[config.mk]
export PLATFORM = sky130hd
export DESIGN_NAME = wall_and_floor_color_classifier_top_flat
export DESIGN_NICKNAME = d
export VERILOG_FILES = /design/src/rtl/wfc_pkg.sv /design/src/rtl/wfc_if.sv /design/src/rtl/wall_and_floor_color_classifier_top.sv /design/src/rtl/wfc_front.sv /design/src/rtl/wfc_queue.sv /design/src/rtl/wfc_div.sv /design/src/rtl/wfc_back.sv /design/src/flat_wrapper.sv
export SDC_FILE = /design/constraint.sdc
export NUM_CORES = 1
export LEC_CHECK = 0
export BUFFER_PORTS_ARGS = -buffer_cell sky130_fd_sc_hd__buf_2
export CORE_ASPECT_RATIO = 1.2
export CORE_MARGIN = 2
export CORE_UTILIZATION = 30
export DETAILED_ROUTE_END_ITERATION = 16
export MAX_ROUTING_LAYER = met4
export PLACE_DENSITY = 0.53
export SYNTH_ARGS = -nofsm -noshare
export SYNTH_HDL_FRONTEND = slang
export SYNTH_SLANG_ARGS = --single-unit
export TNS_END_PERCENT = 20
[constraint.sdc]
create_clock -name clock -period 7.8 [get_ports clock]
set_input_delay 0.39 -clock clock [delete_from_list [all_inputs] [get_ports clock]]
set_output_delay 0.39 -clock clock [all_outputs]
set_load 0.01 [all_outputs]
[src/rtl/wfc_pkg.sv]
// ----------------------------------------------------------------------------
// wfc_pkg
// Shared types and constants of the wall and floor colour classifier.
// ----------------------------------------------------------------------------
package wfc_pkg;

   localparam int READING_WIDTH   = 12;
   localparam int BYTE_WIDTH      = 8;
   localparam int CHAN_WIDTH      = 6;
   localparam int SUM_WIDTH       = 16;
   localparam int LEVEL_WIDTH     = 8;
   localparam int PRODUCT_WIDTH   = SUM_WIDTH + LEVEL_WIDTH;
   localparam int WALL_WIDTH      = 4;
   localparam int COLOR_WIDTH     = 3;
   localparam int CELL_WIDTH      = WALL_WIDTH + COLOR_WIDTH;
   localparam int CSR_INDEX_WIDTH = 2;
   localparam int CSR_DATA_WIDTH  = 12;
   localparam int QUEUE_DEPTH     = 2;
   localparam int QUEUE_PTR_WIDTH = $clog2(QUEUE_DEPTH);
   localparam int QUEUE_CNT_WIDTH = $clog2(QUEUE_DEPTH + 1);

   localparam logic [CSR_INDEX_WIDTH-1:0] CSR_WALL_LIMIT  = 2'd0;
   localparam logic [CSR_INDEX_WIDTH-1:0] CSR_TINT_LIMIT  = 2'd1;
   localparam logic [CSR_INDEX_WIDTH-1:0] CSR_FULL_SCALE  = 2'd2;

   localparam logic [READING_WIDTH-1:0] WALL_LIMIT_RESET = 12'd150;
   localparam logic [LEVEL_WIDTH-1:0]   TINT_LIMIT_RESET = 8'd70;
   localparam logic [LEVEL_WIDTH-1:0]   FULL_SCALE_RESET = 8'd100;

   localparam logic KIND_SCAN  = 1'b0;
   localparam logic KIND_PIXEL = 1'b1;

   typedef struct packed {
      logic [READING_WIDTH-1:0] wall_limit;
      logic [LEVEL_WIDTH-1:0]   tint_limit;
      logic [LEVEL_WIDTH-1:0]   full_scale;
   } cfg_type;

   typedef struct packed {
      logic                  kind;
      logic [WALL_WIDTH-1:0] walls;
      logic [CHAN_WIDTH-1:0] red;
      logic [CHAN_WIDTH-1:0] green;
      logic [CHAN_WIDTH-1:0] blue;
      logic                  last;
   } cmd_type;

   typedef struct packed {
      logic full;
      logic valid;
   } queue_status_type;

   typedef enum logic [2:0] {
      BACK_IDLE,
      BACK_PEAK,
      BACK_MULT,
      BACK_WAIT,
      BACK_FINISH
   } back_state_type;

endpackage

[src/rtl/wfc_if.sv]
// ----------------------------------------------------------------------------
// wfc request and response interfaces
// Valid/ready channels carrying the request and response payloads.
// ----------------------------------------------------------------------------
interface wfc_req_if;
   import wfc_pkg::*;

   logic                     valid;
   logic                     ready;
   logic                     req_type;
   logic [READING_WIDTH-1:0] front_left_reading;
   logic [READING_WIDTH-1:0] right_reading;
   logic [READING_WIDTH-1:0] back_right_reading;
   logic [READING_WIDTH-1:0] back_left_reading;
   logic [READING_WIDTH-1:0] left_reading;
   logic [READING_WIDTH-1:0] front_right_reading;
   logic [BYTE_WIDTH-1:0]    pixel_high_byte;
   logic [BYTE_WIDTH-1:0]    pixel_low_byte;
   logic                     last_pixel;

   modport source (
      output valid, req_type, front_left_reading, right_reading, back_right_reading,
             back_left_reading, left_reading, front_right_reading, pixel_high_byte,
             pixel_low_byte, last_pixel,
      input  ready
   );

   modport sink (
      input  valid, req_type, front_left_reading, right_reading, back_right_reading,
             back_left_reading, left_reading, front_right_reading, pixel_high_byte,
             pixel_low_byte, last_pixel,
      output ready
   );
endinterface

interface wfc_rsp_if;
   import wfc_pkg::*;

   logic                   valid;
   logic                   ready;
   logic                   result_kind;
   logic [CELL_WIDTH-1:0]  cell_res;
   logic [LEVEL_WIDTH-1:0] red_level;
   logic [LEVEL_WIDTH-1:0] green_level;
   logic [LEVEL_WIDTH-1:0] blue_level;

   modport source (
      output valid, result_kind, cell_res, red_level, green_level, blue_level,
      input  ready
   );

   modport sink (
      input  valid, result_kind, cell_res, red_level, green_level, blue_level,
      output ready
   );
endinterface

[src/rtl/wall_and_floor_color_classifier_top.sv]
// ----------------------------------------------------------------------------
// wall_and_floor_color_classifier_top
// Classifies proximity scans into wall bits and colour lines into floor bits.
// ----------------------------------------------------------------------------
// A scan response is registered in the back part once its request has passed
// the queue; a line response is registered after the last pixel is scaled.
// Throughput: one request per cycle while the two-entry queue has room; the
// back part retires one scan or pixel per cycle while the response register is
// free, and a last pixel holds it while the shared divider makes three divisions.
// Reset clears the cell word and sums and restores the register defaults.
module wall_and_floor_color_classifier_top
   import wfc_pkg::*;
(
   input  logic                       clock,
   input  logic                       reset,
   wfc_req_if.sink                    req_ch,
   wfc_rsp_if.source                  rsp_ch,
   input  logic                       csr_we,
   input  logic [CSR_INDEX_WIDTH-1:0] csr_index,
   input  logic [CSR_DATA_WIDTH-1:0]  csr_wdata
);

   cfg_type          cfg_ff;
   queue_status_type queue_status;
   logic             push, pop;
   cmd_type          push_cmd, pop_cmd;

   always_ff @(posedge clock) begin
      if (reset) begin
         cfg_ff.wall_limit <= WALL_LIMIT_RESET;
         cfg_ff.tint_limit <= TINT_LIMIT_RESET;
         cfg_ff.full_scale <= FULL_SCALE_RESET;
      end else if (csr_we) begin
         unique case (csr_index)
            CSR_WALL_LIMIT: cfg_ff.wall_limit <= csr_wdata;
            CSR_TINT_LIMIT: cfg_ff.tint_limit <= csr_wdata[LEVEL_WIDTH-1:0];
            CSR_FULL_SCALE: cfg_ff.full_scale <= csr_wdata[LEVEL_WIDTH-1:0];
            default:        ;
         endcase
      end
   end

   wfc_front u_front (
      .req_ch       (req_ch),
      .wall_limit   (cfg_ff.wall_limit),
      .queue_status (queue_status),
      .push         (push),
      .push_cmd     (push_cmd)
   );

   wfc_queue u_queue (
      .clock    (clock),
      .reset    (reset),
      .push     (push),
      .push_cmd (push_cmd),
      .pop      (pop),
      .pop_cmd  (pop_cmd),
      .status   (queue_status)
   );

   wfc_back u_back (
      .clock        (clock),
      .reset        (reset),
      .tint_limit   (cfg_ff.tint_limit),
      .full_scale   (cfg_ff.full_scale),
      .queue_status (queue_status),
      .pop_cmd      (pop_cmd),
      .pop          (pop),
      .rsp_ch       (rsp_ch)
   );

endmodule

[src/rtl/wfc_front.sv]
// ----------------------------------------------------------------------------
// wfc_front
// Accepts requests, classifies proximity readings and unpacks RGB565 pixels.
// ----------------------------------------------------------------------------
module wfc_front
   import wfc_pkg::*;
(
   wfc_req_if.sink                  req_ch,
   input  logic [READING_WIDTH-1:0] wall_limit,
   input  queue_status_type         queue_status,
   output logic                     push,
   output cmd_type                  push_cmd
);

   logic ir1, ir3, ir4, ir5, ir6, ir8;

   assign ir1 = req_ch.front_left_reading  > wall_limit;
   assign ir3 = req_ch.right_reading       > wall_limit;
   assign ir4 = req_ch.back_right_reading  > wall_limit;
   assign ir5 = req_ch.back_left_reading   > wall_limit;
   assign ir6 = req_ch.left_reading        > wall_limit;
   assign ir8 = req_ch.front_right_reading > wall_limit;

   assign req_ch.ready = !queue_status.full;
   assign push         = req_ch.valid && !queue_status.full;

   always_comb begin
      push_cmd.kind  = req_ch.req_type;
      push_cmd.walls = {ir6, ir4 || ir5, ir3, ir1 || ir8};
      push_cmd.red   = {req_ch.pixel_high_byte[7:3], 1'b0};
      push_cmd.green = {req_ch.pixel_high_byte[2:0], req_ch.pixel_low_byte[7:5]};
      push_cmd.blue  = {req_ch.pixel_low_byte[4:0], 1'b0};
      push_cmd.last  = req_ch.last_pixel;
   end

endmodule

[src/rtl/wfc_queue.sv]
// ----------------------------------------------------------------------------
// wfc_queue
// Short command queue between the front and back parts.
// ----------------------------------------------------------------------------
module wfc_queue
   import wfc_pkg::*;
(
   input  logic             clock,
   input  logic             reset,
   input  logic             push,
   input  cmd_type          push_cmd,
   input  logic             pop,
   output cmd_type          pop_cmd,
   output queue_status_type status
);

   cmd_type                    entry_ff [QUEUE_DEPTH];
   logic [QUEUE_PTR_WIDTH-1:0] wr_ptr_ff, wr_ptr_in;
   logic [QUEUE_PTR_WIDTH-1:0] rd_ptr_ff, rd_ptr_in;
   logic [QUEUE_CNT_WIDTH-1:0] count_ff, count_in;

   assign status.full  = count_ff == QUEUE_CNT_WIDTH'(QUEUE_DEPTH);
   assign status.valid = count_ff != '0;
   assign pop_cmd      = entry_ff[rd_ptr_ff];

   always_comb begin
      wr_ptr_in = push ? wr_ptr_ff + QUEUE_PTR_WIDTH'(1) : wr_ptr_ff;
      rd_ptr_in = pop  ? rd_ptr_ff + QUEUE_PTR_WIDTH'(1) : rd_ptr_ff;
      count_in  = count_ff;
      if (push && !pop) begin
         count_in = count_ff + QUEUE_CNT_WIDTH'(1);
      end else if (pop && !push) begin
         count_in = count_ff - QUEUE_CNT_WIDTH'(1);
      end
   end

   always_ff @(posedge clock) begin
      if (reset) begin
         wr_ptr_ff <= '0;
         rd_ptr_ff <= '0;
         count_ff  <= '0;
      end else begin
         wr_ptr_ff <= wr_ptr_in;
         rd_ptr_ff <= rd_ptr_in;
         count_ff  <= count_in;
      end
   end

   always_ff @(posedge clock) begin
      if (push) begin
         entry_ff[wr_ptr_ff] <= push_cmd;
      end
   end

endmodule

[src/rtl/wfc_div.sv]
// ----------------------------------------------------------------------------
// wfc_div
// Restoring divider producing an eight-bit quotient, one bit per cycle.
// ----------------------------------------------------------------------------
module wfc_div
   import wfc_pkg::*;
(
   input  logic                     clock,
   input  logic                     reset,
   input  logic                     start,
   input  logic [PRODUCT_WIDTH-1:0] dividend,
   input  logic [SUM_WIDTH-1:0]     divisor,
   output logic                     done,
   output logic [LEVEL_WIDTH-1:0]   quotient
);

   localparam int STEP_WIDTH = $clog2(LEVEL_WIDTH);

   logic [PRODUCT_WIDTH-1:0] rem_ff, rem_in;
   logic [SUM_WIDTH-1:0]     divisor_ff;
   logic [STEP_WIDTH-1:0]    step_ff, step_in;
   logic [LEVEL_WIDTH-1:0]   quot_ff, quot_in;
   logic                     busy_ff, busy_in;
   logic                     done_ff, done_in;
   logic [PRODUCT_WIDTH-1:0] shifted;
   logic                     fits;

   // The quotient never exceeds full scale, so eight trial subtractions suffice.
   assign shifted  = PRODUCT_WIDTH'(divisor_ff) << step_ff;
   assign fits     = rem_ff >= shifted;
   assign done     = done_ff;
   assign quotient = quot_ff;

   always_comb begin
      rem_in  = rem_ff;
      step_in = step_ff;
      quot_in = quot_ff;
      busy_in = busy_ff;
      done_in = 1'b0;
      if (start) begin
         rem_in  = dividend;
         step_in = STEP_WIDTH'(LEVEL_WIDTH - 1);
         quot_in = '0;
         busy_in = 1'b1;
      end else if (busy_ff) begin
         if (fits) begin
            rem_in           = rem_ff - shifted;
            quot_in[step_ff] = 1'b1;
         end
         step_in = step_ff - STEP_WIDTH'(1);
         if (step_ff == '0) begin
            busy_in = 1'b0;
            done_in = 1'b1;
         end
      end
   end

   always_ff @(posedge clock) begin
      if (reset) begin
         busy_ff <= 1'b0;
         done_ff <= 1'b0;
      end else begin
         busy_ff <= busy_in;
         done_ff <= done_in;
      end
   end

   always_ff @(posedge clock) begin
      rem_ff  <= rem_in;
      step_ff <= step_in;
      quot_ff <= quot_in;
      if (start) begin
         divisor_ff <= divisor;
      end
   end

endmodule

[src/rtl/wfc_back.sv]
// ----------------------------------------------------------------------------
// wfc_back
// Holds the cell word and colour sums, scales finished lines and drives
// the response register.
// ----------------------------------------------------------------------------
module wfc_back
   import wfc_pkg::*;
(
   input  logic                   clock,
   input  logic                   reset,
   input  logic [LEVEL_WIDTH-1:0] tint_limit,
   input  logic [LEVEL_WIDTH-1:0] full_scale,
   input  queue_status_type       queue_status,
   input  cmd_type                pop_cmd,
   output logic                   pop,
   wfc_rsp_if.source              rsp_ch
);

   localparam logic [1:0] CH_RED   = 2'd0;
   localparam logic [1:0] CH_GREEN = 2'd1;
   localparam logic [1:0] CH_BLUE  = 2'd2;

   back_state_type state_ff, state_in;

   logic [WALL_WIDTH-1:0]  walls_ff;
   logic [COLOR_WIDTH-1:0] colors_ff, colors_in;
   logic [SUM_WIDTH-1:0]   red_sum_ff, green_sum_ff, blue_sum_ff;
   logic [SUM_WIDTH-1:0]   red_add, green_add, blue_add;
   logic [SUM_WIDTH-1:0]   peak_ff, peak_in;
   logic [1:0]             chan_ff;
   logic [LEVEL_WIDTH-1:0] red_level_ff, green_level_ff, blue_level_ff;
   logic [LEVEL_WIDTH-1:0] level_value;

   logic                   rsp_valid_ff, rsp_valid_in;
   logic                   rsp_kind_ff;
   logic [CELL_WIDTH-1:0]  rsp_cell_ff;
   logic [LEVEL_WIDTH-1:0] rsp_red_ff, rsp_green_ff, rsp_blue_ff;

   logic                     out_free;
   logic                     take_scan, take_pixel, start_div, store_level, finish;
   logic [SUM_WIDTH-1:0]     sel_sum;
   logic [PRODUCT_WIDTH-1:0] product;
   logic                     div_done;
   logic [LEVEL_WIDTH-1:0]   div_quot;

   function automatic logic [SUM_WIDTH-1:0] sat_add(
      input logic [SUM_WIDTH-1:0]  acc,
      input logic [CHAN_WIDTH-1:0] value
   );
      logic [SUM_WIDTH:0] total;
      total = {1'b0, acc} + (SUM_WIDTH + 1)'(value);
      return total[SUM_WIDTH] ? {SUM_WIDTH{1'b1}} : total[SUM_WIDTH-1:0];
   endfunction

   assign out_free  = !rsp_valid_ff || rsp_ch.ready;
   assign red_add   = sat_add(red_sum_ff,   pop_cmd.red);
   assign green_add = sat_add(green_sum_ff, pop_cmd.green);
   assign blue_add  = sat_add(blue_sum_ff,  pop_cmd.blue);

   always_comb begin
      if (red_sum_ff >= green_sum_ff && red_sum_ff >= blue_sum_ff) begin
         peak_in = red_sum_ff;
      end else if (green_sum_ff >= blue_sum_ff) begin
         peak_in = green_sum_ff;
      end else begin
         peak_in = blue_sum_ff;
      end
   end

   always_comb begin
      unique case (chan_ff)
         CH_RED:   sel_sum = red_sum_ff;
         CH_GREEN: sel_sum = green_sum_ff;
         default:  sel_sum = blue_sum_ff;
      endcase
   end

   assign product     = PRODUCT_WIDTH'(sel_sum) * PRODUCT_WIDTH'(full_scale);
   assign level_value = (peak_ff == '0) ? '0 : div_quot;
   assign colors_in   = {red_level_ff > tint_limit, green_level_ff > tint_limit,
                         blue_level_ff > tint_limit};

   wfc_div u_div (
      .clock    (clock),
      .reset    (reset),
      .start    (start_div),
      .dividend (product),
      .divisor  (peak_ff),
      .done     (div_done),
      .quotient (div_quot)
   );

   always_comb begin
      state_in = state_ff;
      unique case (state_ff)
         BACK_IDLE: begin
            if (queue_status.valid && out_free && pop_cmd.kind == KIND_PIXEL &&
                pop_cmd.last) begin
               state_in = BACK_PEAK;
            end
         end
         BACK_PEAK: state_in = BACK_MULT;
         BACK_MULT: state_in = BACK_WAIT;
         BACK_WAIT: begin
            if (div_done) begin
               state_in = (chan_ff == CH_BLUE) ? BACK_FINISH : BACK_MULT;
            end
         end
         BACK_FINISH: state_in = BACK_IDLE;
         default:     state_in = BACK_IDLE;
      endcase
   end

   always_comb begin
      pop         = 1'b0;
      take_scan   = 1'b0;
      take_pixel  = 1'b0;
      start_div   = 1'b0;
      store_level = 1'b0;
      finish      = 1'b0;
      unique case (state_ff)
         BACK_IDLE: begin
            if (queue_status.valid && out_free) begin
               pop        = 1'b1;
               take_scan  = pop_cmd.kind == KIND_SCAN;
               take_pixel = pop_cmd.kind == KIND_PIXEL;
            end
         end
         BACK_PEAK:   ;
         BACK_MULT:   start_div   = 1'b1;
         BACK_WAIT:   store_level = div_done;
         BACK_FINISH: finish      = 1'b1;
         default:     ;
      endcase
   end

   always_comb begin
      rsp_valid_in = rsp_valid_ff;
      if (take_scan || finish) begin
         rsp_valid_in = 1'b1;
      end else if (rsp_ch.ready) begin
         rsp_valid_in = 1'b0;
      end
   end

   always_ff @(posedge clock) begin
      if (reset) begin
         state_ff     <= BACK_IDLE;
         rsp_valid_ff <= 1'b0;
         walls_ff     <= '0;
         colors_ff    <= '0;
         red_sum_ff   <= '0;
         green_sum_ff <= '0;
         blue_sum_ff  <= '0;
         chan_ff      <= CH_RED;
      end else begin
         state_ff     <= state_in;
         rsp_valid_ff <= rsp_valid_in;
         if (take_scan) begin
            walls_ff <= pop_cmd.walls;
         end
         if (take_pixel) begin
            red_sum_ff   <= red_add;
            green_sum_ff <= green_add;
            blue_sum_ff  <= blue_add;
         end
         if (store_level) begin
            chan_ff <= (chan_ff == CH_BLUE) ? CH_RED : chan_ff + 2'd1;
         end
         if (finish) begin
            colors_ff    <= colors_in;
            red_sum_ff   <= '0;
            green_sum_ff <= '0;
            blue_sum_ff  <= '0;
         end
      end
   end

   always_ff @(posedge clock) begin
      if (state_ff == BACK_PEAK) begin
         peak_ff <= peak_in;
      end
      if (store_level) begin
         unique case (chan_ff)
            CH_RED:   red_level_ff   <= level_value;
            CH_GREEN: green_level_ff <= level_value;
            default:  blue_level_ff  <= level_value;
         endcase
      end
      if (take_scan) begin
         rsp_kind_ff  <= KIND_SCAN;
         rsp_cell_ff  <= {colors_ff, pop_cmd.walls};
         rsp_red_ff   <= '0;
         rsp_green_ff <= '0;
         rsp_blue_ff  <= '0;
      end else if (finish) begin
         rsp_kind_ff  <= KIND_PIXEL;
         rsp_cell_ff  <= {colors_in, walls_ff};
         rsp_red_ff   <= red_level_ff;
         rsp_green_ff <= green_level_ff;
         rsp_blue_ff  <= blue_level_ff;
      end
   end

   assign rsp_ch.valid       = rsp_valid_ff;
   assign rsp_ch.result_kind = rsp_kind_ff;
   assign rsp_ch.cell_res    = rsp_cell_ff;
   assign rsp_ch.red_level   = rsp_red_ff;
   assign rsp_ch.green_level = rsp_green_ff;
   assign rsp_ch.blue_level  = rsp_blue_ff;

endmodule
[src/flat_wrapper.sv]
// flat-port wrapper written by rule: the top's interface ports become plain ports
module wall_and_floor_color_classifier_top_flat import wfc_pkg::*;
  (clock, reset, csr_we, csr_index, csr_wdata, req_ch_valid, req_ch_req_type, req_ch_front_left_reading, req_ch_right_reading, req_ch_back_right_reading, req_ch_back_left_reading, req_ch_left_reading, req_ch_front_right_reading, req_ch_pixel_high_byte, req_ch_pixel_low_byte, req_ch_last_pixel, req_ch_ready, rsp_ch_valid, rsp_ch_result_kind, rsp_ch_cell_res, rsp_ch_red_level, rsp_ch_green_level, rsp_ch_blue_level, rsp_ch_ready);
  wfc_req_if req_ch_i ();
  wfc_rsp_if rsp_ch_i ();
  input  logic clock;
  input  logic reset;
  input  logic csr_we;
  input  logic [CSR_INDEX_WIDTH-1:0] csr_index;
  input  logic [CSR_DATA_WIDTH-1:0] csr_wdata;
  input wire logic [$bits(req_ch_i.valid)-1:0] req_ch_valid;
  input wire logic [$bits(req_ch_i.req_type)-1:0] req_ch_req_type;
  input wire logic [$bits(req_ch_i.front_left_reading)-1:0] req_ch_front_left_reading;
  input wire logic [$bits(req_ch_i.right_reading)-1:0] req_ch_right_reading;
  input wire logic [$bits(req_ch_i.back_right_reading)-1:0] req_ch_back_right_reading;
  input wire logic [$bits(req_ch_i.back_left_reading)-1:0] req_ch_back_left_reading;
  input wire logic [$bits(req_ch_i.left_reading)-1:0] req_ch_left_reading;
  input wire logic [$bits(req_ch_i.front_right_reading)-1:0] req_ch_front_right_reading;
  input wire logic [$bits(req_ch_i.pixel_high_byte)-1:0] req_ch_pixel_high_byte;
  input wire logic [$bits(req_ch_i.pixel_low_byte)-1:0] req_ch_pixel_low_byte;
  input wire logic [$bits(req_ch_i.last_pixel)-1:0] req_ch_last_pixel;
  output wire logic [$bits(req_ch_i.ready)-1:0] req_ch_ready;
  output wire logic [$bits(rsp_ch_i.valid)-1:0] rsp_ch_valid;
  output wire logic [$bits(rsp_ch_i.result_kind)-1:0] rsp_ch_result_kind;
  output wire logic [$bits(rsp_ch_i.cell_res)-1:0] rsp_ch_cell_res;
  output wire logic [$bits(rsp_ch_i.red_level)-1:0] rsp_ch_red_level;
  output wire logic [$bits(rsp_ch_i.green_level)-1:0] rsp_ch_green_level;
  output wire logic [$bits(rsp_ch_i.blue_level)-1:0] rsp_ch_blue_level;
  input wire logic [$bits(rsp_ch_i.ready)-1:0] rsp_ch_ready;
  assign req_ch_i.valid = req_ch_valid;
  assign req_ch_i.req_type = req_ch_req_type;
  assign req_ch_i.front_left_reading = req_ch_front_left_reading;
  assign req_ch_i.right_reading = req_ch_right_reading;
  assign req_ch_i.back_right_reading = req_ch_back_right_reading;
  assign req_ch_i.back_left_reading = req_ch_back_left_reading;
  assign req_ch_i.left_reading = req_ch_left_reading;
  assign req_ch_i.front_right_reading = req_ch_front_right_reading;
  assign req_ch_i.pixel_high_byte = req_ch_pixel_high_byte;
  assign req_ch_i.pixel_low_byte = req_ch_pixel_low_byte;
  assign req_ch_i.last_pixel = req_ch_last_pixel;
  assign req_ch_ready = req_ch_i.ready;
  assign rsp_ch_valid = rsp_ch_i.valid;
  assign rsp_ch_result_kind = rsp_ch_i.result_kind;
  assign rsp_ch_cell_res = rsp_ch_i.cell_res;
  assign rsp_ch_red_level = rsp_ch_i.red_level;
  assign rsp_ch_green_level = rsp_ch_i.green_level;
  assign rsp_ch_blue_level = rsp_ch_i.blue_level;
  assign rsp_ch_i.ready = rsp_ch_ready;
  wall_and_floor_color_classifier_top u_core (.clock(clock), .reset(reset), .req_ch(req_ch_i), .rsp_ch(rsp_ch_i), .csr_we(csr_we), .csr_index(csr_index), .csr_wdata(csr_wdata));
endmodule
==> flow_summary.yaml <==
outcome:
  outcome: "complete, no violations"
yosys:
  syn_inst: 2178
  yosys.cell_types.count: 68
  synth_edf_count: 131
  synth_area_sq_um: 20410
  synthArstFlopShare_pct: 0
  syn_nets: 2605
  seq_area_frac_synth_pct: 32.23
  ys_seq_elements: 263
  yosys_warnings: 0
  avgSynthCellArea_sq_um: 9.370
  yosysMostFrequentCell: "ha_1"
  synth_top_area_cell: "edfxtp_1"
  synth_common_cells: "230 x ha_1, 203 x inv_1, 175 x nand2_1, 160 x a21oi_1, 132 x dfxtp_1"
  ys.flop_type: "dfxtp_1"
  yosysTopAreaCellShare_pct: 19.28
  ys_top_cells_by_area: "edfxtp_1 19%, ha_1 14%, dfxtp_1 13%"
global_routing:
  grt_max_degree: 52
  grt_pass1_vias: 16850
  grt_pass1_wl_mm: 89.19
  grt-ovfl-total: 0
  track_usage_pct: 16.10
  antenna_found_initial: 5
flow_run:
  max-cap-violations: 0
timing:
  timing.final.crit_share_pct: 82.30
  rsz0062_at_grt: "false"
  tightest_slew_ps: 1227
  slew_violations: 0
  finClkSkew_ps: 15.32
  worst_slack_ps: 1381
  hold_viol: 0
  setup_viol_count_final: 0
  period_minus_slack_ps: 6419
  max_freq_mhz: 155.8
  slew-limit-headroom_pct: 18.23
  tns_ps: 0
routing:
  wl_per_cell_um: 17.16
  vias: 16340
  drtIter0Drc: 734
  dr.pass1.iters: 5
  drcViolationCount: 0
  ant_nets: 0
  drt-total-wl_mm: 55.51
  viasPerCell: 5.052
critical_path:
  path_max_fanout: 21
  critical_path.startpoint: "u_core.u_back.chan_ff[0]"
  endpoint_kind: "register"
  worstReg2RegStart: "u_core.u_back.chan_ff[0]"
  rrSetupSlack_ps: 1380
  r2r-end: "u_core.u_back.u_div.rem_ff[22]"
  cp-endpoint: "u_core.u_back.u_div.rem_ff[22]"
  crit_required_ps: 8130
  arrival_ps: 6750
  path_class: "register to register"
  r2r_cells: 20
  cp-start-kind: "register"
finish:
  fin_nets: 2731
  postLayoutCellArea_sq_um: 23320
  fillers: 6860
  drive_above_1_share_pct: 11.59
  area_growth_pct: 14.27
  final_util_pct: 34.73
hold_path:
  hp-class: "input port to register"
place:
  io_buffers: 142
  post-place-ws_ps: 1395
  dpl.hpwl_mm: 43.96
  post_dp_cell_area_sq_um: 22070
  gp_congestion: 0.9022
clock_network:
  htree_levels: 1
  cts_root_buf: "clkbuf_16"
  cts_setup_buffers: 0
  clockBufferDepth: 3
  post_cts_resized: 0
  cts_buffers: 31
  clk_latency_ps: 590
  clock-sinks: 263
  tritoncts: "done"
  clkTransAtPathRegs_ps: 60
power_and_ir_drop:
  ir_drop_mv: 0.2227
  p_leak_nw: 9.861
  power_density_nw_per_um2: 332.8
floorplanning:
  placementRows: 104
  core_area_sq_um: 67140
  die-area_sq_um: 70130
  die_y_um: 289.7
  die_w_um: 242.1
  io_pins: 143
  start_util_pct: 30.39
## per-layer routing
metal  global-route usage (%)  share of wire [%]
met2                    29.15                 51
met1                    18.87                 44
met5                        -                  0
met3                    1.487                2.8
met4                    5.077                2.9
## power by group
group	internal [mW]	switching [mW]
clock network	0.882	0.609
logic	1.61	2.48
registers	1.94	0.240
total	4.44	3.33
## how the worst min path moves through the flow
| stage | startpoint | to | slack (ps) | cells past startpoint |
|---|---|---|---|---|
| 5_1_grt | csr_wdata[9] | u_core.cfg_ff[25] | 40 | 3 |
| 3_5_place_dp | u_core.u_back.u_div.quotient[1] | u_core.u_back.u_div.quotient[1] | 440 | 2 |
| 6_report | csr_wdata[9] | u_core.cfg_ff[25] | 50 | 3 |
| 2_1_floorplan | u_core.u_back.u_div.quotient[3] | u_core.u_back.u_div.quotient[3] | 420 | 2 |
| 3_3_place_gp | u_core.u_back.u_div.quotient[0] | u_core.u_back.u_div.quotient[0] | 430 | 2 |
| 4_1_cts | csr_wdata[9] | u_core.cfg_ff[25] | 10 | 3 |
## cell families after synthesis
logic type,count (synthesis),synth area share [%]
and+or+nand+nor,676,17.09
AOI/OAI and AO/OA,487,15.04
adders and majority gates,318,22.73
buffers and inverters,288,5.322
DFF,263,32.23
muxes,88,5.101
xor gates and xnor gates,58,2.489
## state kept, by name, summed over array words and instances, names as in the netlist, 2 cells and up, named ones only
| name | flops |
|---|---|
| u_core.u_back.u_div.quotient | 8 |
| u_core.u_back.u_div.step_ff | 3 |
| u_core.u_back.red_level_ff | 8 |
| u_core.u_back.u_div.rem_ff | 24 |
| u_core.u_back.rsp_ch.blue_level | 8 |
| u_core.u_back.walls_ff | 4 |
| u_core.u_back.peak_ff | 16 |
| u_core.u_queue.entry_ff | 44 |
| u_core.u_queue.count_ff | 2 |
| u_core.u_back.red_sum_ff | 16 |
| u_core.u_back.rsp_ch.green_level | 8 |
| u_core.u_back.rsp_ch.red_level | 8 |
| u_core.u_back.rsp_ch.cell_res | 7 |
| u_core.u_back.blue_sum_ff | 16 |
| u_core.u_back.chan_ff | 2 |
| u_core.u_back.green_level_ff | 8 |
| u_core.cfg_ff | 28 |
| u_core.u_back.u_div.divisor_ff | 16 |
| u_core.u_back.state_ff | 3 |
| u_core.u_back.green_sum_ff | 16 |
| u_core.u_back.blue_level_ff | 8 |
| u_core.u_back.colors_ff | 3 |
## metrics by stage
stage	power, mW	cells	hold WS (ps)
after floorplan	5.170	2178	416.6
after global placement	6.171	3154	427.8
after detailed placement	6.257	3154	435.9
after CTS	7.800	3230	11.20
after global routing	8.385	3235	41.72
final	7.761	3235	48.25
## layout make-up
type	instances	area (sq um)	share of cell area, %
flip-flops and latches	263	6576	28.20
repair buffers	177	1018	4.367
multi-input cells	1627	12760	54.73
well taps	901	1127	4.834
clock inverters	12	141.4	0.6063
inverters	204	765.7	3.284
clock buffers	46	914.6	3.922
diodes	5	12.51	0.05365
## repair_timing
action,CTS,global route
endpoints found under the hold margin,36,0
setup endpoints to repair,0,0
hold buffers,18,0
## critical path, stage by stage, from the launching register on
cell      delay [ps]
dfxtp_1         1030
mux2i_1          280
nor2_1            60
a21oi_1          570
nor2b_1          150
fa_1             560
inv_1             60
fa_1             530
inv_1             50
fa_1             520
inv_1             60
fa_1             530
inv_1             40
ha_1             350
and4_1           260
and3_1           210
a211oi_1         290
o21ai_0          130
a31oi_1          200
mux2i_1          220
nor3b_1           70
## cells in the final DEF, fill, tap and decap left out, types with 26 or more instances in the layout
master,instances
ha_1,230
inv_1,203
nand2_1,175
a21oi_1,160
buf_2,142
dfxtp_1,132
edfxtp_1,131
nor2b_1,124
nor2_1,115
o21ai_0,96
fa_1,88
mux2i_1,59
a21o_1,48
nor3_1,41
nand4_1,39
nand3_1,36
a31oi_1,35
a211oi_1,33
clkbuf_16,33
nand2b_1,32
xnor2_1,32
and2_1,26
xor2_1,26
(Power assumes the default switching activity.)
